File: config.mk
export PLATFORM = sky130hd
export DESIGN_NAME = text_window_printer_unit
export DESIGN_NICKNAME = d
export VERILOG_FILES = /design/src/sv/twp_pkg.sv /design/src/sv/twp_front.sv /design/src/sv/twp_fifo.sv /design/src/sv/twp_back.sv /design/src/sv/text_window_printer_unit.sv
export VERILOG_INCLUDE_DIRS = /design/src /design/src/sv
export SDC_FILE = /design/constraint.sdc
export NUM_CORES = 1
export LEC_CHECK = 0
export ABC_AREA = 1
export ABC_CLOCK_PERIOD_IN_PS = 9500
export BUFFER_PORTS_ARGS = -buffer_cell sky130_fd_sc_hd__buf_2
export CAP_MARGIN = 20
export CORE_MARGIN = 8
export CORE_UTILIZATION = 60
export DETAILED_ROUTE_END_ITERATION = 8
export PLACE_DENSITY = 0.79
export RECOVER_POWER = 50
export SLEW_MARGIN = 20
export SYNTH_ARGS = -nofsm -noshare
export SYNTH_HDL_FRONTEND = slang
export SYNTH_HIERARCHICAL = 1
export SYNTH_SLANG_ARGS = --single-unit
export TNS_END_PERCENT = 30
File: constraint.sdc
create_clock -name clk_i -period 9.5 [get_ports clk_i]
set_clock_uncertainty 0.1 [all_clocks]
set_input_delay 1.9 -clock clk_i [delete_from_list [all_inputs] [get_ports clk_i]]
set_output_delay 1.9 -clock clk_i [all_outputs]
set_load 0.02 [all_outputs]
File: src/sv/text_window_printer_unit_assert.svh
// Assertion macros for the text window printer; the back end uses them.
`ifndef TEXT_WINDOW_PRINTER_UNIT_ASSERT_SVH
`define TEXT_WINDOW_PRINTER_UNIT_ASSERT_SVH

// Clocked assertion that is switched off while reset is asserted.
`define TWP_ASSERT(lbl, clk, rst_n, prop, msg) \
  lbl: assert property (@(posedge clk) disable iff (!rst_n) prop) else $error(msg);

// Clocked assertion that is also checked during reset.
`define TWP_ASSERT_ALWAYS(lbl, clk, prop, msg) \
  lbl: assert property (@(posedge clk) prop) else $error(msg);

`endif

File: src/sv/twp_pkg.sv
// Package with the types, constants and helpers of the text window printer.
package twp_pkg;

  localparam int unsigned BYTE_W     = 8;
  localparam int unsigned CFG_IDX_W  = 3;
  localparam int unsigned CFG_DATA_W = 32;
  localparam int unsigned FIFO_DEPTH = 2;
  localparam logic [7:0]  BORDER     = 8'd2;

  localparam int unsigned JOB_N   = 5;
  localparam int unsigned J_MARK  = 0;
  localparam int unsigned J_WAIT  = 1;
  localparam int unsigned J_FILL  = 2;
  localparam int unsigned J_TILE  = 3;
  localparam int unsigned J_DELAY = 4;

  typedef enum logic [2:0] {
    REG_WIN_X      = 3'd0,
    REG_WIN_Y      = 3'd1,
    REG_WIN_W      = 3'd2,
    REG_WIN_H      = 3'd3,
    REG_CHAR_DELAY = 3'd4,
    REG_WIN_OPEN   = 3'd5,
    REG_CTRL_CODES = 3'd6,
    REG_TILE_CODES = 3'd7
  } cfg_reg_e;

  typedef enum logic [1:0] {
    CMD_TILE  = 2'd0,
    CMD_FILL  = 2'd1,
    CMD_DELAY = 2'd2,
    CMD_WAIT  = 2'd3
  } cmd_kind_e;

  typedef struct packed {
    logic [7:0] win_x;
    logic [7:0] win_y;
    logic [7:0] win_w;
    logic [7:0] win_h;
    logic [7:0] char_delay;
    logic       win_open;
    logic [7:0] code_end;
    logic [7:0] code_nl;
    logic [7:0] code_wait;
    logic [7:0] code_page;
    logic [7:0] fill_tile;
    logic [7:0] mark_tile;
  } cfg_t;

  typedef struct packed {
    logic [JOB_N-1:0] mask;
    logic [7:0]       tile_x;
    logic [7:0]       tile_y;
    logic [7:0]       tile;
    logic [7:0]       frames;
  } job_t;

  function automatic logic [7:0] inner_size(logic [7:0] size);
    return (size <= BORDER) ? 8'd0 : size - BORDER;
  endfunction

endpackage

File: src/sv/twp_front.sv
// Front end: configuration registers, cursor and decoding of text bytes into jobs.
module twp_front (
  input  logic                             clk_i,
  input  logic                             rst_ni,
  input  logic                             cfg_valid_i,
  input  logic [twp_pkg::CFG_IDX_W-1:0]    cfg_index_i,
  input  logic [twp_pkg::CFG_DATA_W-1:0]   cfg_value_i,
  input  logic                             in_fire_i,
  input  logic [twp_pkg::BYTE_W-1:0]       text_byte_i,
  output twp_pkg::cfg_t                    cfg_o,
  output logic                             push_o,
  output twp_pkg::job_t                    job_o
);

  twp_pkg::cfg_t cfg_q, cfg_d;
  logic [7:0]    col_q, col_d, row_q, row_d;
  logic          exp_q, exp_d;

  logic [7:0] iw, ih, row_inc, row_nl, col_use;
  logic       nonempty, page_nl, wrap;

  always_comb begin
    iw       = twp_pkg::inner_size(cfg_q.win_w);
    ih       = twp_pkg::inner_size(cfg_q.win_h);
    nonempty = (iw != 8'd0) && (ih != 8'd0);
    row_inc  = row_q + 8'd1;
    page_nl  = row_inc >= ih;
    wrap     = col_q >= iw;
    row_nl   = wrap ? (page_nl ? 8'd0 : row_inc) : row_q;
    col_use  = wrap ? 8'd0 : col_q;

    cfg_d = cfg_q;
    col_d = col_q;
    row_d = row_q;
    exp_d = exp_q;
    job_o = '0;

    if (cfg_valid_i) begin
      unique case (twp_pkg::cfg_reg_e'(cfg_index_i))
        twp_pkg::REG_WIN_X:      cfg_d.win_x      = cfg_value_i[7:0];
        twp_pkg::REG_WIN_Y:      cfg_d.win_y      = cfg_value_i[7:0];
        twp_pkg::REG_WIN_W:      cfg_d.win_w      = cfg_value_i[7:0];
        twp_pkg::REG_WIN_H:      cfg_d.win_h      = cfg_value_i[7:0];
        twp_pkg::REG_CHAR_DELAY: cfg_d.char_delay = cfg_value_i[7:0];
        twp_pkg::REG_WIN_OPEN:   cfg_d.win_open   = cfg_value_i[0];
        twp_pkg::REG_CTRL_CODES: begin
          cfg_d.code_end  = cfg_value_i[7:0];
          cfg_d.code_nl   = cfg_value_i[15:8];
          cfg_d.code_wait = cfg_value_i[23:16];
          cfg_d.code_page = cfg_value_i[31:24];
        end
        twp_pkg::REG_TILE_CODES: begin
          cfg_d.fill_tile = cfg_value_i[7:0];
          cfg_d.mark_tile = cfg_value_i[15:8];
        end
        default: cfg_d = cfg_q;
      endcase
      col_d = 8'd0;
      row_d = 8'd0;
    end else if (in_fire_i) begin
      if (exp_q) begin
        exp_d = 1'b0;
        if (text_byte_i != 8'd0) begin
          job_o.mask[twp_pkg::J_DELAY] = 1'b1;
          job_o.frames                 = text_byte_i;
        end
      end else if (text_byte_i == cfg_q.code_end) begin
        exp_d = exp_q;
      end else if (text_byte_i == cfg_q.code_nl) begin
        col_d = 8'd0;
        row_d = page_nl ? 8'd0 : row_inc;
        if (page_nl) begin
          job_o.mask[twp_pkg::J_MARK] = nonempty;
          job_o.mask[twp_pkg::J_WAIT] = 1'b1;
          job_o.mask[twp_pkg::J_FILL] = nonempty;
        end
      end else if (text_byte_i == cfg_q.code_wait) begin
        exp_d = 1'b1;
      end else if (text_byte_i == cfg_q.code_page) begin
        col_d = 8'd0;
        row_d = 8'd0;
        job_o.mask[twp_pkg::J_WAIT] = 1'b1;
        job_o.mask[twp_pkg::J_FILL] = nonempty;
      end else if (cfg_q.win_open && nonempty) begin
        if (wrap && page_nl) begin
          job_o.mask[twp_pkg::J_MARK] = 1'b1;
          job_o.mask[twp_pkg::J_WAIT] = 1'b1;
          job_o.mask[twp_pkg::J_FILL] = 1'b1;
        end
        job_o.mask[twp_pkg::J_TILE]  = 1'b1;
        job_o.tile_x                 = cfg_q.win_x + 8'd1 + col_use;
        job_o.tile_y                 = cfg_q.win_y + 8'd1 + row_nl;
        job_o.tile                   = text_byte_i;
        col_d                        = col_use + 8'd1;
        row_d                        = row_nl;
        job_o.mask[twp_pkg::J_DELAY] = cfg_q.char_delay != 8'd0;
        job_o.frames                 = cfg_q.char_delay;
      end
    end
  end

  assign push_o = in_fire_i && !cfg_valid_i && (job_o.mask != '0);
  assign cfg_o  = cfg_q;

  always_ff @(posedge clk_i or negedge rst_ni) begin
    if (!rst_ni) begin
      cfg_q <= '0;
      col_q <= 8'd0;
      row_q <= 8'd0;
      exp_q <= 1'b0;
    end else begin
      cfg_q <= cfg_d;
      col_q <= col_d;
      row_q <= row_d;
      exp_q <= exp_d;
    end
  end

endmodule

File: src/sv/twp_fifo.sv
// Short job queue between the front end and the command sequencer.
module twp_fifo #(
  parameter int unsigned Depth = twp_pkg::FIFO_DEPTH
) (
  input  logic          clk_i,
  input  logic          rst_ni,
  input  logic          push_i,
  input  twp_pkg::job_t job_i,
  output logic          full_o,
  input  logic          pop_i,
  output logic          valid_o,
  output twp_pkg::job_t job_o
);

  localparam int unsigned PtrW = $clog2(Depth);
  localparam int unsigned CntW = $clog2(Depth + 1);

  twp_pkg::job_t       mem_q [Depth];
  logic [PtrW-1:0]     wr_q, wr_d, rd_q, rd_d;
  logic [CntW-1:0]     cnt_q, cnt_d;
  logic                do_push, do_pop;

  assign full_o  = cnt_q == CntW'(Depth);
  assign valid_o = cnt_q != '0;
  assign job_o   = mem_q[rd_q];
  assign do_push = push_i && !full_o;
  assign do_pop  = pop_i && valid_o;

  always_comb begin
    wr_d  = wr_q;
    rd_d  = rd_q;
    cnt_d = cnt_q;
    if (do_push) begin
      wr_d = (wr_q == PtrW'(Depth - 1)) ? '0 : wr_q + PtrW'(1);
    end
    if (do_pop) begin
      rd_d = (rd_q == PtrW'(Depth - 1)) ? '0 : rd_q + PtrW'(1);
    end
    if (do_push && !do_pop) begin
      cnt_d = cnt_q + CntW'(1);
    end else if (do_pop && !do_push) begin
      cnt_d = cnt_q - CntW'(1);
    end
  end

  always_ff @(posedge clk_i) begin
    if (do_push) begin
      mem_q[wr_q] <= job_i;
    end
  end

  always_ff @(posedge clk_i or negedge rst_ni) begin
    if (!rst_ni) begin
      wr_q  <= '0;
      rd_q  <= '0;
      cnt_q <= '0;
    end else begin
      wr_q  <= wr_d;
      rd_q  <= rd_d;
      cnt_q <= cnt_d;
    end
  end

endmodule

File: src/sv/twp_back.sv
// Back end: expands one job into its commands, one command per cycle while the output is not stalled.
`include "text_window_printer_unit_assert.svh"

module twp_back (
  input  logic          clk_i,
  input  logic          rst_ni,
  input  twp_pkg::cfg_t cfg_i,
  input  logic          job_valid_i,
  input  twp_pkg::job_t job_i,
  output logic          job_pop_o,
  output logic          out_valid_o,
  input  logic          out_ready_i,
  output logic [1:0]    cmd_kind_o,
  output logic [7:0]    pos_x_o,
  output logic [7:0]    pos_y_o,
  output logic [7:0]    rect_w_o,
  output logic [7:0]    rect_h_o,
  output logic [7:0]    tile_code_o,
  output logic [7:0]    frame_count_o,
  output logic          last_o
);

  twp_pkg::job_t                  job_q;
  logic [twp_pkg::JOB_N-1:0]      mask_q, mask_d, sel, mask_rest;
  logic                           adv, job_load;
  logic                           out_valid_q, out_valid_d;
  twp_pkg::cmd_kind_e             kind_q, kind_d;
  logic [7:0]                     x_q, x_d, y_q, y_d, w_q, w_d, h_q, h_d;
  logic [7:0]                     t_q, t_d, f_q, f_d;
  logic                           last_q, last_d;
  logic [7:0]                     iw, ih;

  always_comb begin
    iw        = twp_pkg::inner_size(cfg_i.win_w);
    ih        = twp_pkg::inner_size(cfg_i.win_h);
    sel       = mask_q & (~mask_q + twp_pkg::JOB_N'(1));
    mask_rest = mask_q & ~sel;
    adv       = (mask_q != '0) && (!out_valid_q || out_ready_i);
    job_load  = job_valid_i && ((mask_q == '0) || (adv && (mask_rest == '0)));
    mask_d    = job_load ? job_i.mask : (adv ? mask_rest : mask_q);

    kind_d = twp_pkg::CMD_WAIT;
    x_d    = 8'd0;
    y_d    = 8'd0;
    w_d    = 8'd0;
    h_d    = 8'd0;
    t_d    = 8'd0;
    f_d    = 8'd0;
    last_d = mask_rest == '0;
    if (sel[twp_pkg::J_MARK]) begin
      kind_d = twp_pkg::CMD_TILE;
      x_d    = cfg_i.win_x + iw;
      y_d    = cfg_i.win_y + ih;
      t_d    = cfg_i.mark_tile;
    end else if (sel[twp_pkg::J_FILL]) begin
      kind_d = twp_pkg::CMD_FILL;
      x_d    = cfg_i.win_x + 8'd1;
      y_d    = cfg_i.win_y + 8'd1;
      w_d    = iw;
      h_d    = ih;
      t_d    = cfg_i.fill_tile;
    end else if (sel[twp_pkg::J_TILE]) begin
      kind_d = twp_pkg::CMD_TILE;
      x_d    = job_q.tile_x;
      y_d    = job_q.tile_y;
      t_d    = job_q.tile;
    end else if (sel[twp_pkg::J_DELAY]) begin
      kind_d = twp_pkg::CMD_DELAY;
      f_d    = job_q.frames;
    end

    out_valid_d = adv || (out_valid_q && !out_ready_i);
  end

  assign job_pop_o = job_load;

  always_ff @(posedge clk_i or negedge rst_ni) begin
    if (!rst_ni) begin
      mask_q      <= '0;
      out_valid_q <= 1'b0;
    end else begin
      mask_q      <= mask_d;
      out_valid_q <= out_valid_d;
    end
  end

  always_ff @(posedge clk_i) begin
    if (job_load) begin
      job_q <= job_i;
    end
    if (adv) begin
      kind_q <= kind_d;
      x_q    <= x_d;
      y_q    <= y_d;
      w_q    <= w_d;
      h_q    <= h_d;
      t_q    <= t_d;
      f_q    <= f_d;
      last_q <= last_d;
    end
  end

  assign out_valid_o   = out_valid_q;
  assign cmd_kind_o    = kind_q;
  assign pos_x_o       = x_q;
  assign pos_y_o       = y_q;
  assign rect_w_o      = w_q;
  assign rect_h_o      = h_q;
  assign tile_code_o   = t_q;
  assign frame_count_o = f_q;
  assign last_o        = last_q;

  `TWP_ASSERT(a_load_nonempty, clk_i, rst_ni, job_load |=> (mask_q != '0), "Loaded job has no commands.")
  `TWP_ASSERT(a_stall_holds, clk_i, rst_ni, (mask_q != '0) && !adv && !job_load |=> $stable(mask_q), "Pending commands changed during a stall.")
  `TWP_ASSERT(a_adv_shows, clk_i, rst_ni, adv |=> out_valid_q, "Issued command did not reach the output.")
  `TWP_ASSERT_ALWAYS(a_load_when_free, clk_i, job_load |-> ((mask_q == '0) || (adv && (mask_rest == '0))), "Job loaded over pending commands.")

endmodule

File: src/sv/text_window_printer_unit.sv
// Top level of the text window printer: front end, job queue and command sequencer.
//
//  Channel | Direction | Handshake              | Payload
//  cfg     | in        | cfg_valid_i/cfg_ready_o | cfg_index_i, cfg_value_i
//  in      | in        | in_valid_i/in_ready_o   | text_byte_i
//  out     | out       | out_valid_o/out_ready_i | cmd_kind_o .. last_o
//
// The front end decodes one byte per cycle while the job queue has room and no configuration write comes in.
// The sequencer sends one command per cycle while the output is ready; a printed tile with a
// delay gives a tile command and a delay command at the output.
// Reset clears the registers, the cursor and the queue; configuration is always ready.
// A stalled output holds its command and backs up into the queue and then the input.
module text_window_printer_unit #(
  parameter int unsigned FifoDepth = twp_pkg::FIFO_DEPTH
) (
  input  logic                           clk_i,
  input  logic                           rst_ni,
  input  logic                           cfg_valid_i,
  output logic                           cfg_ready_o,
  input  logic [twp_pkg::CFG_IDX_W-1:0]  cfg_index_i,
  input  logic [twp_pkg::CFG_DATA_W-1:0] cfg_value_i,
  input  logic                           in_valid_i,
  output logic                           in_ready_o,
  input  logic [twp_pkg::BYTE_W-1:0]     text_byte_i,
  output logic                           out_valid_o,
  input  logic                           out_ready_i,
  output logic [1:0]                     cmd_kind_o,
  output logic [7:0]                     pos_x_o,
  output logic [7:0]                     pos_y_o,
  output logic [7:0]                     rect_w_o,
  output logic [7:0]                     rect_h_o,
  output logic [7:0]                     tile_code_o,
  output logic [7:0]                     frame_count_o,
  output logic                           last_o
);

  twp_pkg::cfg_t cfg;
  twp_pkg::job_t push_job, head_job;
  logic          push, full, head_valid, pop, in_fire;

  assign cfg_ready_o = 1'b1;
  assign in_ready_o  = !full;
  assign in_fire     = in_valid_i && !full;

  twp_front u_front (
    .clk_i       (clk_i),
    .rst_ni      (rst_ni),
    .cfg_valid_i (cfg_valid_i),
    .cfg_index_i (cfg_index_i),
    .cfg_value_i (cfg_value_i),
    .in_fire_i   (in_fire),
    .text_byte_i (text_byte_i),
    .cfg_o       (cfg),
    .push_o      (push),
    .job_o       (push_job)
  );

  twp_fifo #(
    .Depth (FifoDepth)
  ) u_fifo (
    .clk_i   (clk_i),
    .rst_ni  (rst_ni),
    .push_i  (push),
    .job_i   (push_job),
    .full_o  (full),
    .pop_i   (pop),
    .valid_o (head_valid),
    .job_o   (head_job)
  );

  twp_back u_back (
    .clk_i         (clk_i),
    .rst_ni        (rst_ni),
    .cfg_i         (cfg),
    .job_valid_i   (head_valid),
    .job_i         (head_job),
    .job_pop_o     (pop),
    .out_valid_o   (out_valid_o),
    .out_ready_i   (out_ready_i),
    .cmd_kind_o    (cmd_kind_o),
    .pos_x_o       (pos_x_o),
    .pos_y_o       (pos_y_o),
    .rect_w_o      (rect_w_o),
    .rect_h_o      (rect_h_o),
    .tile_code_o   (tile_code_o),
    .frame_count_o (frame_count_o),
    .last_o        (last_o)
  );

endmodule

* After elaboration in Yosys (flattened, before gate mapping)
Memories as Yosys holds them, arrays and structs flattened.
Cells that the tools add are included.
** Operators by class
- Add/subtract/negate cells :: 15
- $mul :: 0
- Div/mod/pow operators :: 0
- $lt $le $gt $ge :: 4
- Equality and inequality tests :: 15
- Shifts and indexed selects :: 0
- Muxes and demuxes :: 63
- Bitwise gates (word level) :: 7
- Reduce and logical (&&, ||, !) cells :: 50
** Operators with widths (number)
- 2-to-1 mux 8 bit :: 32
- 2-to-1 mux 37 bit :: 5
- 2-to-1 mux 33 bit :: 1
- adder 8 x 1 -> 8 bit (second input constant) :: 4
- adder 8 bit :: 4
- equality test 8 bit :: 4
- 2-to-1 mux 32 bit :: 1
- nonzero test 8 bit :: 4
- 2-to-1 mux 28 bit :: 1
- AND reduction 2 bit :: 9
- >= comparator 8 bit :: 2
- <= comparator 8 x 2 -> 1 bit (second input constant) :: 2
- subtractor 8 x 2 -> 8 bit (second input constant) :: 2
- logical AND 1 bit :: 14
- 2-to-1 mux 1 bit :: 13
- equality test 3 bit (second input constant) :: 4
- AND 5 bit :: 2
- logical NOT 5 bit :: 2
- 2-to-1 mux 2 bit :: 5
- 2-to-1 mux 5 bit :: 2
- inverter 5 bit :: 2
- nonzero test 5 bit :: 2
- 2-to-1 mux 3 bit :: 3
- nonzero test 2 bit :: 4
- other kinds (18) :: 30
** Word-level totals
- Register bits after elaboration :: 199
- Bits in latches :: 0
- RAM bits :: 74
- ROM bits :: 0
- Input bits :: 48
- Output and inout port bits :: 54
- Logic and storage cells :: 188
- Memories :: 1
** Memory list
- u_fifo.mem_q :: depth 2, width 37, rd ports 1, clocked after Yosys merged registers in 0, write ports 1, line twp_fifo.sv:18 : twp_pkg::job_t mem_q [Depth];

* Longest topological paths before layout
Gate-level depths: netlist of run 1.
- Word-level depth :: 21
- Mapped depth :: 28
- Depth with buffers taken out :: 28

* Hierarchy
The synthesis of run 1 kept the hierarchy.
** By module, submodules not included
- twp_front :: times used 1, cells an instance 924, area each 7043.0 um2, sequential area each 2652.5 um2
- twp_back :: times used 1, cells an instance 486, area each 4644.5 um2, sequential area each 2642.5 um2
- twp_fifo :: times used 1, cells an instance 225, area each 2934.1 um2, sequential area each 2322.2 um2
- text_window_printer_unit :: times used 1, cells an instance 5, area each 25.0 um2, sequential area each 0.0 um2

* Worst setup path before layout of run 1
Ideal clock, no wire load.
- Kind :: in2reg
- From :: input port text_byte_i[5] (netlist name)
- To :: memory u_fifo/mem_q[1][0] (netlist name), enable pin
- Setup time :: 431 ps
- Arrival :: 4842 ps
- Data required time :: 8969 ps
- Slack :: 4127 ps
- Stages on the path :: 12
- Buffers on the path :: 2
- Cell sequence :: buf_2 or2_2 a21oi_2 nand3_2 buf_2 nand2_1 nand4_1 nand2_1 inv_1 nand2_1 o21ai_0 nor2_1
** On the way
- Cells in the longest elaborated chain, start to end :: 13
- Elaborated cells on any way between the ends :: 22
- Classes of those cells :: eq/ne (4); mux (14); reduce/logical (4)
** RTL lines
- start, declared :: line text_window_printer_unit.sv:24 : input logic [twp_pkg::BYTE_W-1:0] text_byte_i,
- equality test 8 bit :: line twp_front.sv:79 : end else if (text_byte_i == cfg_q.code_page) begin
- 2-to-1 mux 33 bit or 2-to-1 mux 2 bit (tied branches) :: line twp_front.sv:79
- 2-to-1 mux 37 bit :: line twp_front.sv:77 : end else if (text_byte_i == cfg_q.code_wait) begin
- 2-to-1 mux 3 bit or 2-to-1 mux 2 bit (tied branches) :: line twp_front.sv:69 : end else if (text_byte_i == cfg_q.code_nl) begin
- 2-to-1 mux 37 bit :: line twp_front.sv:67 : end else if (text_byte_i == cfg_q.code_end) begin
- 2-to-1 mux 28 bit or 2-to-1 mux 1 bit (tied branches) :: line twp_front.sv:61 : if (exp_q) begin
- 2-to-1 mux 37 bit (*) :: line twp_front.sv:60 : end else if (in_fire_i) begin
- 2-to-1 mux 37 bit (*) :: line twp_front.sv:38 : if (cfg_valid_i) begin
- nonzero test 5 bit (*) :: line twp_front.sv:102 : assign push_o = in_fire_i && !cfg_valid_i && (job_o.mask != '0);
- logical AND 1 bit (*) :: line twp_front.sv:102
- via push :: line text_window_printer_unit.sv:39 : logic push, full, head_valid, pop, in_fire;
- logical AND 1 bit (*) :: line twp_fifo.sv:26 : assign do_push = push_i && !full_o;
- 2-to-1 mux 1 bit (*) :: line twp_fifo.sv:47 : if (do_push) begin
- 2-to-1 mux 1 bit (implied by the code) (*) :: line twp_fifo.sv:48 : mem_q[wr_q] <= job_i;
- end, declared :: line twp_fifo.sv:18
Mark *: on every way through the listed nets, which the timed path passes. The rest lies on a longest branch.

==> qor.json, run 1 <==
{
  "drive_gt1_share": {"value": 11.6, "unit": "%"},
  "floorplan.die_area": {"value": 29700, "unit": "um2"},
  "totalWireLength": {"value": 36900, "unit": "um"},
  "timing.final.crit_share": {"value": 51.4, "unit": "%"},
  "synthesis.yosys.warnings": {"value": 6},
  "die_x": {"value": 172, "unit": "um"},
  "layout_common_cells": {"value": "457 x sky130_fd_sc_hd__nand2_1, 174 x sky130_fd_sc_hd__inv_1, 157 x sky130_fd_sc_hd__edfxtp_1"},
  "hold_violations": {"value": 0},
  "clk-insertion-delay-late": {"value": 0.56, "unit": "ns"},
  "cts-htree-levels": {"value": 1},
  "static-leakage-power": {"value": 7.53, "unit": "nW"},
  "worst_setup_ep_type": {"value": "flop"},
  "post_cts_buffers": {"value": 0},
  "setup_tns": {"value": 0, "unit": "ns"},
  "nNetsFinal": {"value": 1839},
  "antenna_found_initial": {"value": 0},
  "cts.clk_slew.worst_paths": {"value": 0.06, "unit": "ns"},
  "nFillCells": {"value": 1941},
  "slew-limit-headroom": {"value": -101, "unit": "%"},
  "min_delay_path_depth": {"value": 2},
  "crit_arrival": {"value": 5.06, "unit": "ns"},
  "min-delay-path-class": {"value": "flop to flop"},
  "first_global_vias": {"value": 11100},
  "synth_top_area_cell": {"value": "sky130_fd_sc_hd__edfxtp_1"},
  "avgViaCountPerCell": {"value": 5.60},
  "dpl.hpwl": {"value": 26000, "unit": "um"},
  "crit_required": {"value": 9.67, "unit": "ns"},
  "cts_root_buf": {"value": "sky130_fd_sc_hd__clkbuf_16"},
  "crit_slowest_cell": {"value": "sky130_fd_sc_hd__nand3_1"},
  "cts_buffer_depth": {"value": 3},
  "yosys.area.top_type_share": {"value": 32.2, "unit": "%"},
  "grt-ovfl-total": {"value": 0},
  "synth_nets": {"value": 1745},
  "run_status": {"value": "finished, violations left"},
  "yosysSeqAreaShare": {"value": 52.0, "unit": "%"},
  "max_cap_viol_count": {"value": 3},
  "slew_at_the_pin_closest_to_its_max_slew_limit": {"value": 3.02, "unit": "ns"},
  "ys_top_cells_by_area": {"value": "sky130_fd_sc_hd__edfxtp_1 32%, sky130_fd_sc_hd__dfrtp_1 20%, sky130_fd_sc_hd__nand2_1 12%"},
  "fmaxAchievable": {"value": 205, "unit": "MHz"},
  "critical_path.startpoint_type": {"value": "flop"},
  "slew_violations": {"value": 129},
  "dr.first_iter.drc_count": {"value": 1135},
  "detail-route-antenna-nets": {"value": 0},
  "rsz0062_at_grt": {"value": "false"},
  "grt_first_pass_wirelength": {"value": 58000, "unit": "um"},
  "die_height": {"value": 172, "unit": "um"},
  "cts.sinks": {"value": 273},
  "crit_path_frequent_cell": {"value": "sky130_fd_sc_hd__nand2_1"},
  "gp_congestion": {"value": 0.920},
  "fp-row-count": {"value": 57},
  "criticalPathCategory": {"value": "flop to flop"},
  "setup_viol": {"value": 0},
  "detail_route.drc_violations": {"value": 0},
  "postSynthRegisterBits": {"value": 273},
  "crit_buf_inv": {"value": 5},
  "antennaDiodeCount": {"value": 0},
  "total_track_usage": {"value": 25.0, "unit": "%"},
  "path_depth": {"value": 23},
  "multiInputGateArea": {"value": 6050, "unit": "um2"},
  "design.core.area": {"value": 24200, "unit": "um2"},
  "grt_start_max_net_pins": {"value": 70},
  "yosys.cell_types.count": {"value": 56},
  "crit_fanout": {"value": 25},
  "finalWorstPathRequiredPeriod": {"value": 4.89, "unit": "ns"},
  "pwr_density_cell": {"value": 286, "unit": "nW/um2"},
  "critical_path.max_stage_delay": {"value": 0.61, "unit": "ns"},
  "postSynthCellCount": {"value": 1640},
  "effective_utilization_at_floorplan": {"value": 60.6, "unit": "%"},
  "tritoncts": {"value": "yes"},
  "cts_bufs_inserted": {"value": 29},
  "worst_path_dominant_cell_family": {"value": "simple AND/OR/NAND/NOR gates"},
  "sequential_cell_area": {"value": 7620, "unit": "um2"},
  "detailroute.via_count": {"value": 11700},
  "synth.cell_area": {"value": 14600, "unit": "um2"},
  "layout.cells.most_common": {"value": "sky130_fd_sc_hd__nand2_1"},
  "cts_repair_resize_count": {"value": 0},
  "wl_per_cell": {"value": 17.7, "unit": "um"},
  "area_growth_syn_to_layout": {"value": 10.7, "unit": "%"},
  "failed_checks": {"value": "max-capacitance violations, max-slew violations"},
  "port-buffer-count": {"value": 100},
  "hold_ws": {"value": 0.397, "unit": "ns"},
  "cell_count_of_the_worst_reg_to_reg_path": {"value": 23},
  "max-vdd-ir-drop": {"value": 0.176, "unit": "mV"},
  "hold_buffers": {"value": 0},
  "synth_area_per_cell": {"value": 8.93, "unit": "um2"},
  "drt_pass1_iterations": {"value": 6},
  "num_ports": {"value": 102},
  "crit_chain": {"value": "inv_2 -> ha_1 -> nand3_1 -> nand2_1 -> nand3_1 -> ha_1 -> nand2_1 -> inv_1 -> a21oi_1 -> nand3_1 -> inv_1 -> nand2_1 -> nand2_1 -> ha_1 -> inv_1 -> fa_1 -> inv_1 -> o31ai_1 -> and2_1 -> o21ai_0 -> nand2_1 -> xnor2_1 -> nor2_1"}
}
==> power by group <==
| group | switching, mW | internal (mW) |
|---|---|---|
| combinational | 1.12 | 0.504 |
| sequential | 0.188 | 1.73 |
| clock | 0.460 | 0.628 |
==> sequential cells by signal, summed over array words and instances, names as in the netlist, 2 cells and up <==
register,count
u_back/cmd_kind_o,2
u_back/frame_count_o,8
u_back/job_q,32
u_back/mask_q,5
u_back/pos_x_o,8
u_back/pos_y_o,8
u_back/rect_h_o,8
u_back/rect_w_o,8
u_back/tile_code_o,8
u_fifo/cnt_q,2
u_fifo/mem_q,74
u_front/cfg_o,89
u_front/col_q,8
u_front/row_q,8
==> cell type report <==
cell class	instances	area share [%]
inverter	189	4.39
clock inverter	18	0.911
tap	324	2.50
multi-input combinational	1132	37.3
timing repair buffer	109	3.14
sequential	273	47.0
clock buffer	35	4.74
==> routing by layer <==
metal / up-vias / global-route usage [%] / part of all wire [%]
met3: 80 / 4.13 / 8.7
met2: 507 / 40.2 / 45
met5: - / 0 / 0
met4: 0 / 7.12 / 2.7
li1: 5589 / - / -
met1: 5476 / 34.7 / 43
==> Yosys cell counts, drive strengths merged <==
cell type and instances:
a21boi 5, o22ai 1, mux2 32, nand4 22
o31ai 1, clkbuf 16, fa 3, a21oi 78
nand2 467, o211ai 10, nor3b 1, conb 1
edfxtp 157, a221oi 2, inv 186, dfrtp 116
or2 19, nor2 153, a21o 4, o221ai 1
nor3 22, nor4 5, xnor2 31, o21a 1
nand3 101, ha 54, a31oi 3, clkinv 3
o21bai 2, nand3b 3, buf 30, o41ai 1
and2 6, o21ai 83, xor2 20
==> worst reg2reg max path, cell delays in order, from the launching register on <==
cell	delay, ns
sky130_fd_sc_hd__dfrtp_1	0.47
sky130_fd_sc_hd__inv_2	0.16
sky130_fd_sc_hd__ha_1	0.27
sky130_fd_sc_hd__nand3_1	0.10
sky130_fd_sc_hd__nand2_1	0.08
sky130_fd_sc_hd__nand3_1	0.11
sky130_fd_sc_hd__ha_1	0.31
sky130_fd_sc_hd__nand2_1	0.09
sky130_fd_sc_hd__inv_1	0.05
sky130_fd_sc_hd__a21oi_1	0.18
sky130_fd_sc_hd__nand3_1	0.61
sky130_fd_sc_hd__inv_1	0.42
sky130_fd_sc_hd__nand2_1	0.11
sky130_fd_sc_hd__nand2_1	0.13
sky130_fd_sc_hd__ha_1	0.15
sky130_fd_sc_hd__inv_1	0.05
sky130_fd_sc_hd__fa_1	0.43
sky130_fd_sc_hd__inv_1	0.07
sky130_fd_sc_hd__o31ai_1	0.08
sky130_fd_sc_hd__and2_1	0.17
sky130_fd_sc_hd__o21ai_0	0.16
sky130_fd_sc_hd__nand2_1	0.09
sky130_fd_sc_hd__xnor2_1	0.13
sky130_fd_sc_hd__nor2_1	0.09
==> stage by stage <==
stage | power (mW) | cell area [um2] | setup WS [ns] | util, % | cells
after global placement | 3.50 | 15400 | 4.61 | 63.6 | 2027
after global routing | 4.92 | 16200 | 4.15 | 67.0 | 2080
after CTS | 4.65 | 16300 | 4.69 | 67.4 | 2080
final | 4.63 | 16200 | 4.61 | 67.0 | 2080
after detailed placement | 3.56 | 15400 | 4.48 | 63.6 | 2027
after floorplan | 3.09 | 14600 | 4.13 | - | 1640
==> final timing paths <==
path / startpoint / to / slack [ns]
setup / recovery: u_front/cfg_o[66] / u_fifo/mem_q[1][22] / 4.61
hold / removal: u_fifo/cnt_q[1] / u_fifo/cnt_q[1] / 0.40
setup reg to reg: u_front/cfg_o[66] / u_fifo/mem_q[1][22] / 4.61
hold reg to reg: u_fifo/cnt_q[1] / u_fifo/cnt_q[1] / 0.40
max in group asynchronous: rst_ni / u_front/cfg_o[29] / 4.93
min in group asynchronous: rst_ni / u_back/mask_q[0] / 2.22
==> kinds of logic (layout without fill, tap and decap cells) <==
group           after synthesis  after routing  share of synthesized area (%)
flops                       273            273                           52.0
compound gates              192            192                           7.27
other cells                   1              1                         0.0256
buf+inv                     235            351                           6.64
mux                          32             32                           2.46
fa+ha+maj                    57             57                           5.02
xor+xnor                     51             51                           3.05
simple gates                799            799                           23.5
No activity file was read; power rests on OpenSTA's default activity.
==> run 2, diff against run 1 <==
Settings changed: ABC_CLOCK_PERIOD_IN_PS 9500 to 4000, CORE_UTILIZATION 60 to 55, PLACE_DENSITY 0.79 to 0.77.
Clock period 9.5 ns to 4 ns, I/O delays scaled along.
==> run 2 against run 1 <==
Compared with the run above: the flow finishes with violations (max-capacitance violations, max-slew violations, negative setup slack); register-to-register slack got worse by 4.7 ns; clock power increased to 2.6 times the previous value; utilization decreased by 1.7 points; non-clock buffer count increased by 47; sequential power increased by 130%; largest power group unchanged.
==> qor.json, run 2 (same netlist as run 1, synthesis figures left out) <==
{
  "slew_violations": {"value": 88},
  "drt_pass1_iterations": {"value": 6},
  "detailroute.via_count": {"value": 11900},
  "cts.clk_slew.worst_paths": {"value": 0.06, "unit": "ns"},
  "fin_total_pwr": {"value": 11.6, "unit": "mW"},
  "floorplan.die_area": {"value": 32100, "unit": "um2"},
  "rsz0062_at_grt": {"value": "true"},
  "cts_buffer_depth": {"value": 3},
  "crit_required": {"value": 4.18, "unit": "ns"},
  "layout_common_cells": {"value": "451 x sky130_fd_sc_hd__nand2_1, 163 x sky130_fd_sc_hd__inv_1, 157 x sky130_fd_sc_hd__edfxtp_1"},
  "largest_reg_flops": {"value": 89},
  "cts_bufs_inserted": {"value": 30},
  "cts.sinks": {"value": 273},
  "dpl.cell_count": {"value": 2073},
  "grt_util_met2": {"value": 36.1, "unit": "%"},
  "effective_utilization_at_floorplan": {"value": 56.0, "unit": "%"},
  "nNetsFinal": {"value": 1887},
  "layout.cells.most_common": {"value": "sky130_fd_sc_hd__nand2_1"},
  "drive_gt1_share": {"value": 19.3, "unit": "%"},
  "avgViaCountPerCell": {"value": 5.53},
  "setup_viol": {"value": 6},
  "run_status": {"value": "finished, violations left"},
  "detail_route.drc_violations": {"value": 0},
  "area_growth_syn_to_layout": {"value": 16.6, "unit": "%"},
  "grt_first_pass_wirelength": {"value": 57800, "unit": "um"},
  "met1_usage": {"value": 31.7, "unit": "%"},
  "wl_per_cell": {"value": 17.5, "unit": "um"},
  "max_cap_viol_count": {"value": 2},
  "clk-insertion-delay-late": {"value": 0.56, "unit": "ns"},
  "detail-route-antenna-nets": {"value": 0},
  "die_height": {"value": 179, "unit": "um"},
  "antenna_found_initial": {"value": 1},
  "slew_at_the_pin_closest_to_its_max_slew_limit": {"value": 2.47, "unit": "ns"},
  "nFillCells": {"value": 2066},
  "tritoncts": {"value": "yes"},
  "grt-ovfl-total": {"value": 0},
  "dpl.hpwl": {"value": 26300, "unit": "um"},
  "cts-htree-levels": {"value": 1},
  "totalWireLength": {"value": 37600, "unit": "um"},
  "num_ports": {"value": 102},
  "failed_checks": {"value": "max-capacitance violations, max-slew violations, negative setup slack"},
  "hold_violations": {"value": 0},
  "total_track_usage": {"value": 22.9, "unit": "%"},
  "cts_root_buf": {"value": "sky130_fd_sc_hd__clkbuf_16"},
  "multiInputGateArea": {"value": 6360, "unit": "um2"},
  "gp_congestion": {"value": 0.962},
  "grt_busiest_layer": {"value": "met2"},
  "dr.first_iter.drc_count": {"value": 1133},
  "fmaxAchievable": {"value": 246, "unit": "MHz"},
  "worst_slack": {"value": -0.0697, "unit": "ns"},
  "sequential_cell_area": {"value": 7620, "unit": "um2"},
  "max-vdd-ir-drop": {"value": 0.438, "unit": "mV"},
  "fp-row-count": {"value": 59},
  "criticalPathCategory": {"value": "flop to flop"},
  "gr-usage-met3": {"value": 3.07, "unit": "%"},
  "antennaDiodeCount": {"value": 0},
  "hold_buffers": {"value": 0},
  "die_x": {"value": 179, "unit": "um"},
  "grt_start_max_net_pins": {"value": 47},
  "timing.final.crit_share": {"value": 102, "unit": "%"},
  "fin_cells": {"value": 2141},
  "critical_path.startpoint_type": {"value": "flop"},
  "design.core.area": {"value": 26100, "unit": "um2"},
  "first_global_vias": {"value": 11100},
  "static-leakage-power": {"value": 7.99, "unit": "nW"},
  "port-buffer-count": {"value": 100},
  "min-delay-path-class": {"value": "flop to flop"},
  "crit_fanout": {"value": 6},
  "finalWorstPathRequiredPeriod": {"value": 4.07, "unit": "ns"},
  "slew-limit-headroom": {"value": -64.6, "unit": "%"},
  "crit_arrival": {"value": 4.25, "unit": "ns"},
  "worst_setup_ep_type": {"value": "flop"},
  "pwr_density_cell": {"value": 680, "unit": "nW/um2"}
}
[run 2: through the flow]
| stage | setup TNS (ns) | cell area [um2] | worst slack, ns | hold WS [ns] | util, % |
|---|---|---|---|---|---|
| 2_1_floorplan | -2.28 | 14700 | -0.0616 | 0.342 | - |
| 5_1_grt | -1.02 | 17100 | -0.195 | 0.379 | 65.4 |
| 3_5_place_dp | -0.0929 | 15700 | -0.0464 | 0.362 | 60.0 |
| 6_report | -0.234 | 17100 | -0.0697 | 0.386 | 65.4 |
| 4_1_cts | 0 | 16700 | 0.0192 | 0.159 | 63.9 |
| 3_3_place_gp | 0 | 15700 | 0.116 | 0.357 | 60.0 |
[run 2: timing repair]
action,CTS,global route
setup endpoints to repair,4,94
buffers inserted,0,10
gates resized for setup,5,78
pin swaps,0,31
gates cloned,0,2
[run 2: metal layers]
metal / wire length, um / vias to the layer above / share of wire, %
li1: - / 5694 / -
met1: 15900 / 5596 / 42
met5: 13 / - / 0.035
met3: 2990 / 99 / 7.9
met2: 17200 / 459 / 46
met4: 1400 / 2 / 3.7
[run 2: path summary, 6_finish.rpt]
kind	startpoint	endpoint	slack, ns	cells past startpoint
max in group asynchronous	rst_ni	u_front/row_q[0]	0.95	2
worst min register to register	u_fifo/cnt_q[1]	u_fifo/cnt_q[1]	0.39	2
min in group asynchronous	rst_ni	u_front/cfg_o[63]	0.90	1
worst max-delay path	u_front/cfg_o[66]	u_fifo/mem_q[1][21]	-0.07	21
worst max register to register	u_front/cfg_o[66]	u_fifo/mem_q[1][21]	-0.07	21
worst min-delay path	u_fifo/cnt_q[1]	u_fifo/cnt_q[1]	0.39	2
[run 2: cell type report]
cell class	instances	area share (%)
Clock buffer	42	4.72
Clock inverter	14	1.14
Inverter	189	4.19
Multi-Input combinational cell	1132	37.2
Sequential cell	273	44.6
Tap cell	335	2.45
Timing Repair Buffer	156	5.65
[run 2: critical path: stages (launching register included)]
cell and delay, ns:
sky130_fd_sc_hd__dfrtp_1 0.41, sky130_fd_sc_hd__inv_4 0.12, sky130_fd_sc_hd__ha_4 0.21, sky130_fd_sc_hd__or2_4 0.25, sky130_fd_sc_hd__ha_1 0.29, sky130_fd_sc_hd__nand2_1 0.08
sky130_fd_sc_hd__inv_1 0.05, sky130_fd_sc_hd__nand2_1 0.06, sky130_fd_sc_hd__nand2_1 0.07, sky130_fd_sc_hd__nand2_2 0.08, sky130_fd_sc_hd__nand3_2 0.11, sky130_fd_sc_hd__buf_6 0.15
sky130_fd_sc_hd__or2_2 0.28, sky130_fd_sc_hd__a21boi_1 0.14, sky130_fd_sc_hd__ha_1 0.39, sky130_fd_sc_hd__a21oi_2 0.19, sky130_fd_sc_hd__and2_4 0.18, sky130_fd_sc_hd__nor2_1 0.07
sky130_fd_sc_hd__o21ai_0 0.16, sky130_fd_sc_hd__nand2_1 0.09, sky130_fd_sc_hd__xnor2_1 0.18, sky130_fd_sc_hd__nor2_1 0.10
[run 2: report_power, final]
group / internal (mW) / total, mW / switching, mW
clock network: 1.67 / 2.80 / 1.12
registers: 4.10 / 4.48 / 0.385
logic: 1.48 / 4.34 / 2.86
==> run 3, diff against run 2 <==
Settings changed: CORE_MARGIN 8 to not set, PLACE_DENSITY 0.77 to not set, PLACE_DENSITY_LB_ADDON set to 0.15.
==> run 3 against run 2 <==
Compared with the run above: the run ends with max-capacitance violations, max-slew violations left; routed wire length shrank 0.23%; fmax grew 2.9%; sequential cell count is the same; power shrank 1.1%; critical path type unchanged.
==> qor.json, run 3 (same netlist as run 1, synthesis figures left out) <==
{
  "run_status": {"value": "finished, violations left"},
  "failed_checks": {"value": "max-capacitance violations, max-slew violations"},
  "antenna_found_initial": {"value": 1},
  "detail-route-antenna-nets": {"value": 0},
  "slew_violations": {"value": 132},
  "pwr_density_cell": {"value": 674, "unit": "nW/um2"},
  "fmaxAchievable": {"value": 253, "unit": "MHz"},
  "criticalPathCategory": {"value": "flop to flop"},
  "num_ports": {"value": 102},
  "drive_gt1_share": {"value": 18.6, "unit": "%"},
  "hold_ws": {"value": 0.355, "unit": "ns"},
  "min-delay-path-class": {"value": "primary input to flop"},
  "wl_met1": {"value": 17500, "unit": "um"},
  "r2r_slack": {"value": 0.05, "unit": "ns"},
  "cts_buffer_depth": {"value": 3},
  "critPathLaunch": {"value": "u_front/cfg_o[67]"},
  "cts-htree-levels": {"value": 1},
  "power_frac_comb": {"value": 37.6, "unit": "%"},
  "post-route-util": {"value": 65.4, "unit": "%"},
  "setup_viol": {"value": 0},
  "cts.clk_slew.worst_paths": {"value": 0.06, "unit": "ns"},
  "timing.critical_path.to": {"value": "u_fifo/mem_q[0][22]"},
  "cts.sinks": {"value": 273},
  "max_cap_viol_count": {"value": 3},
  "crit-reg2reg-launch": {"value": "u_front/cfg_o[67]"},
  "layout_common_cells": {"value": "451 x sky130_fd_sc_hd__nand2_1, 166 x sky130_fd_sc_hd__inv_1, 157 x sky130_fd_sc_hd__edfxtp_1"},
  "detailroute.wirelength.met3": {"value": 2660, "unit": "um"},
  "hold_buffers": {"value": 0},
  "totalWireLength": {"value": 37500, "unit": "um"},
  "crit_arrival": {"value": 4.17, "unit": "ns"},
  "clk-insertion-delay-late": {"value": 0.57, "unit": "ns"},
  "internal_power_component": {"value": 7.13, "unit": "mW"},
  "slew-limit-headroom": {"value": -103, "unit": "%"},
  "detail_route.drc_violations": {"value": 0},
  "dpl.hpwl": {"value": 25800, "unit": "um"},
  "worst_setup_ep_type": {"value": "flop"},
  "gp_congestion": {"value": 0.911},
  "first_global_vias": {"value": 10700},
  "drt_pass1_iterations": {"value": 6},
  "antennaDiodeCount": {"value": 0},
  "hold_violations": {"value": 0},
  "met2RoutedLength": {"value": 16500, "unit": "um"},
  "detailroute.via_count": {"value": 11600},
  "dr.first_iter.drc_count": {"value": 997},
  "static-leakage-power": {"value": 7.95, "unit": "nW"},
  "cts_bufs_inserted": {"value": 30},
  "finalWorstPathRequiredPeriod": {"value": 3.95, "unit": "ns"},
  "sw_frac_of_total": {"value": 38.0, "unit": "%"},
  "die_height": {"value": 165, "unit": "um"},
  "slew_at_the_pin_closest_to_its_max_slew_limit": {"value": 3.04, "unit": "ns"},
  "multiInputGateArea": {"value": 6330, "unit": "um2"},
  "timing.final.crit_share": {"value": 98.9, "unit": "%"},
  "max-vdd-ir-drop": {"value": 0.607, "unit": "mV"},
  "crit_fanout": {"value": 5},
  "design.core.area": {"value": 26100, "unit": "um2"},
  "port-buffer-count": {"value": 100},
  "grt_first_pass_wirelength": {"value": 57500, "unit": "um"},
  "sequential_cell_area": {"value": 7620, "unit": "um2"},
  "avgViaCountPerCell": {"value": 5.39},
  "clock_power_share": {"value": 23.4, "unit": "%"},
  "crit_required": {"value": 4.21, "unit": "ns"},
  "tritoncts": {"value": "yes"},
  "grt-ovfl-total": {"value": 0},
  "total_track_usage": {"value": 27.8, "unit": "%"},
  "cts_root_buf": {"value": "sky130_fd_sc_hd__clkbuf_16"},
  "floorplan.die_area": {"value": 27300, "unit": "um2"},
  "fp-row-count": {"value": 59},
  "nNetsFinal": {"value": 1892},
  "critical_path.startpoint_type": {"value": "flop"},
  "r2r-end": {"value": "u_fifo/mem_q[0][22]"},
  "effective_utilization_at_floorplan": {"value": 56.2, "unit": "%"},
  "total_switching_power": {"value": 4.37, "unit": "mW"},
  "wl_per_cell": {"value": 17.5, "unit": "um"},
  "nFillCells": {"value": 2191},
  "layout.cells.most_common": {"value": "sky130_fd_sc_hd__nand2_1"},
  "largest_reg_flops": {"value": 89},
  "die_x": {"value": 165, "unit": "um"},
  "topRoutingLayerUsed": {"value": "met4"},
  "cell_count_of_the_worst_reg_to_reg_path": {"value": 21},
  "area_growth_syn_to_layout": {"value": 16.4, "unit": "%"},
  "grt_start_max_net_pins": {"value": 52},
  "seq_power_share": {"value": 39.0, "unit": "%"}
}
## run 3: cell count changes in the layout (fill, tap and decap cells not counted), moves of 3 or more
cell and change:
sky130_fd_sc_hd__a21boi_4 +3, sky130_fd_sc_hd__buf_4 +3, sky130_fd_sc_hd__inv_1 +3, sky130_fd_sc_hd__clkbuf_1 +7, sky130_fd_sc_hd__buf_2 -9, sky130_fd_sc_hd__inv_2 -3
sky130_fd_sc_hd__a21boi_1 -3
## run 3: layout make-up
cell class / instances / share of cell area [%]
clock inverter: 16 / 0.961
multi-input combinational: 1133 / 37.1
clock buffer: 40 / 4.68
inverter: 189 / 4.20
sequential: 273 / 44.7
timing repair buffer: 160 / 5.89
tap: 335 / 2.46
## run 3: layer usage
metal / track usage (%) / vias to the layer above
met5: 0 / -
met4: 6.42 / 0
met3: 3.85 / 60
met2: 42.2 / 405
met1: 42.0 / 5410
li1: - / 5693
## run 3: worst min path at each step
stage	to	slack, ns	startpoint	depth (start not counted)
CTS	u_fifo/cnt_q[1]	0.19	rst_ni	1
global placement	u_fifo/cnt_q[1]	0.36	u_fifo/cnt_q[1]	2
finish	u_front/cfg_o[23]	0.36	cfg_value_i[31]	2
floorplan	u_fifo/cnt_q[1]	0.34	u_fifo/cnt_q[1]	2
detailed placement	u_fifo/wr_q	0.37	u_fifo/wr_q	2
global route	u_front/cfg_o[22]	0.34	cfg_value_i[30]	2
## run 3: critical path: stages, from the launching register on
cell and delay [ns]:
sky130_fd_sc_hd__dfrtp_1 0.43, sky130_fd_sc_hd__inv_2 0.09, sky130_fd_sc_hd__ha_4 0.15, sky130_fd_sc_hd__nand3_1 0.08, sky130_fd_sc_hd__nand2_1 0.08, sky130_fd_sc_hd__nand3_2 0.10, sky130_fd_sc_hd__ha_1 0.32, sky130_fd_sc_hd__nand2_1 0.10
sky130_fd_sc_hd__nor2_4 0.15, sky130_fd_sc_hd__nand4_1 0.26, sky130_fd_sc_hd__nand3_2 0.23, sky130_fd_sc_hd__buf_4 0.16, sky130_fd_sc_hd__o21ai_4 0.06, sky130_fd_sc_hd__and2_4 0.16, sky130_fd_sc_hd__ha_4 0.27, sky130_fd_sc_hd__inv_1 0.07
sky130_fd_sc_hd__o31ai_2 0.29, sky130_fd_sc_hd__and2_4 0.21, sky130_fd_sc_hd__o21ai_1 0.07, sky130_fd_sc_hd__nand2_1 0.11, sky130_fd_sc_hd__xnor2_1 0.13, sky130_fd_sc_hd__nor2_1 0.07
## run 3: stage by stage
step                      std cells  TNS, ns  instance area [um2]  worst slack (ns)  total power [mW]
after global routing           2146   -0.368                17000            -0.127              12.2
final                          2146        0                17000            0.0450              11.5
after floorplan                1640    -2.28                14700           -0.0616              7.34
after detailed placement       2071    -1.36                15700            -0.281              8.58
after global placement         2071   -0.196                15700           -0.0856              8.46
after CTS                      2131  -0.0440                16700           -0.0220              11.3
## run 3: repair_timing
action | 4_1_cts | 5_1_grt
buffers inserted | 3 | 14
setup endpoints to repair | 6 | 93
endpoints found under the hold margin | 0 | 0
cloned | 1 | 1
pin swaps | 2 | 33
gates resized for setup | 11 | 75
## run 3: power groups by stage
stage	combinational [mW]	sequential (mW)	clock [mW]
floorplan	2.55	4.79	0
global placement	3.97	4.49	0
detailed placement	4.06	4.52	0
CTS	4.11	4.48	2.73
global route	4.81	4.57	2.84
finish	4.32	4.48	2.69
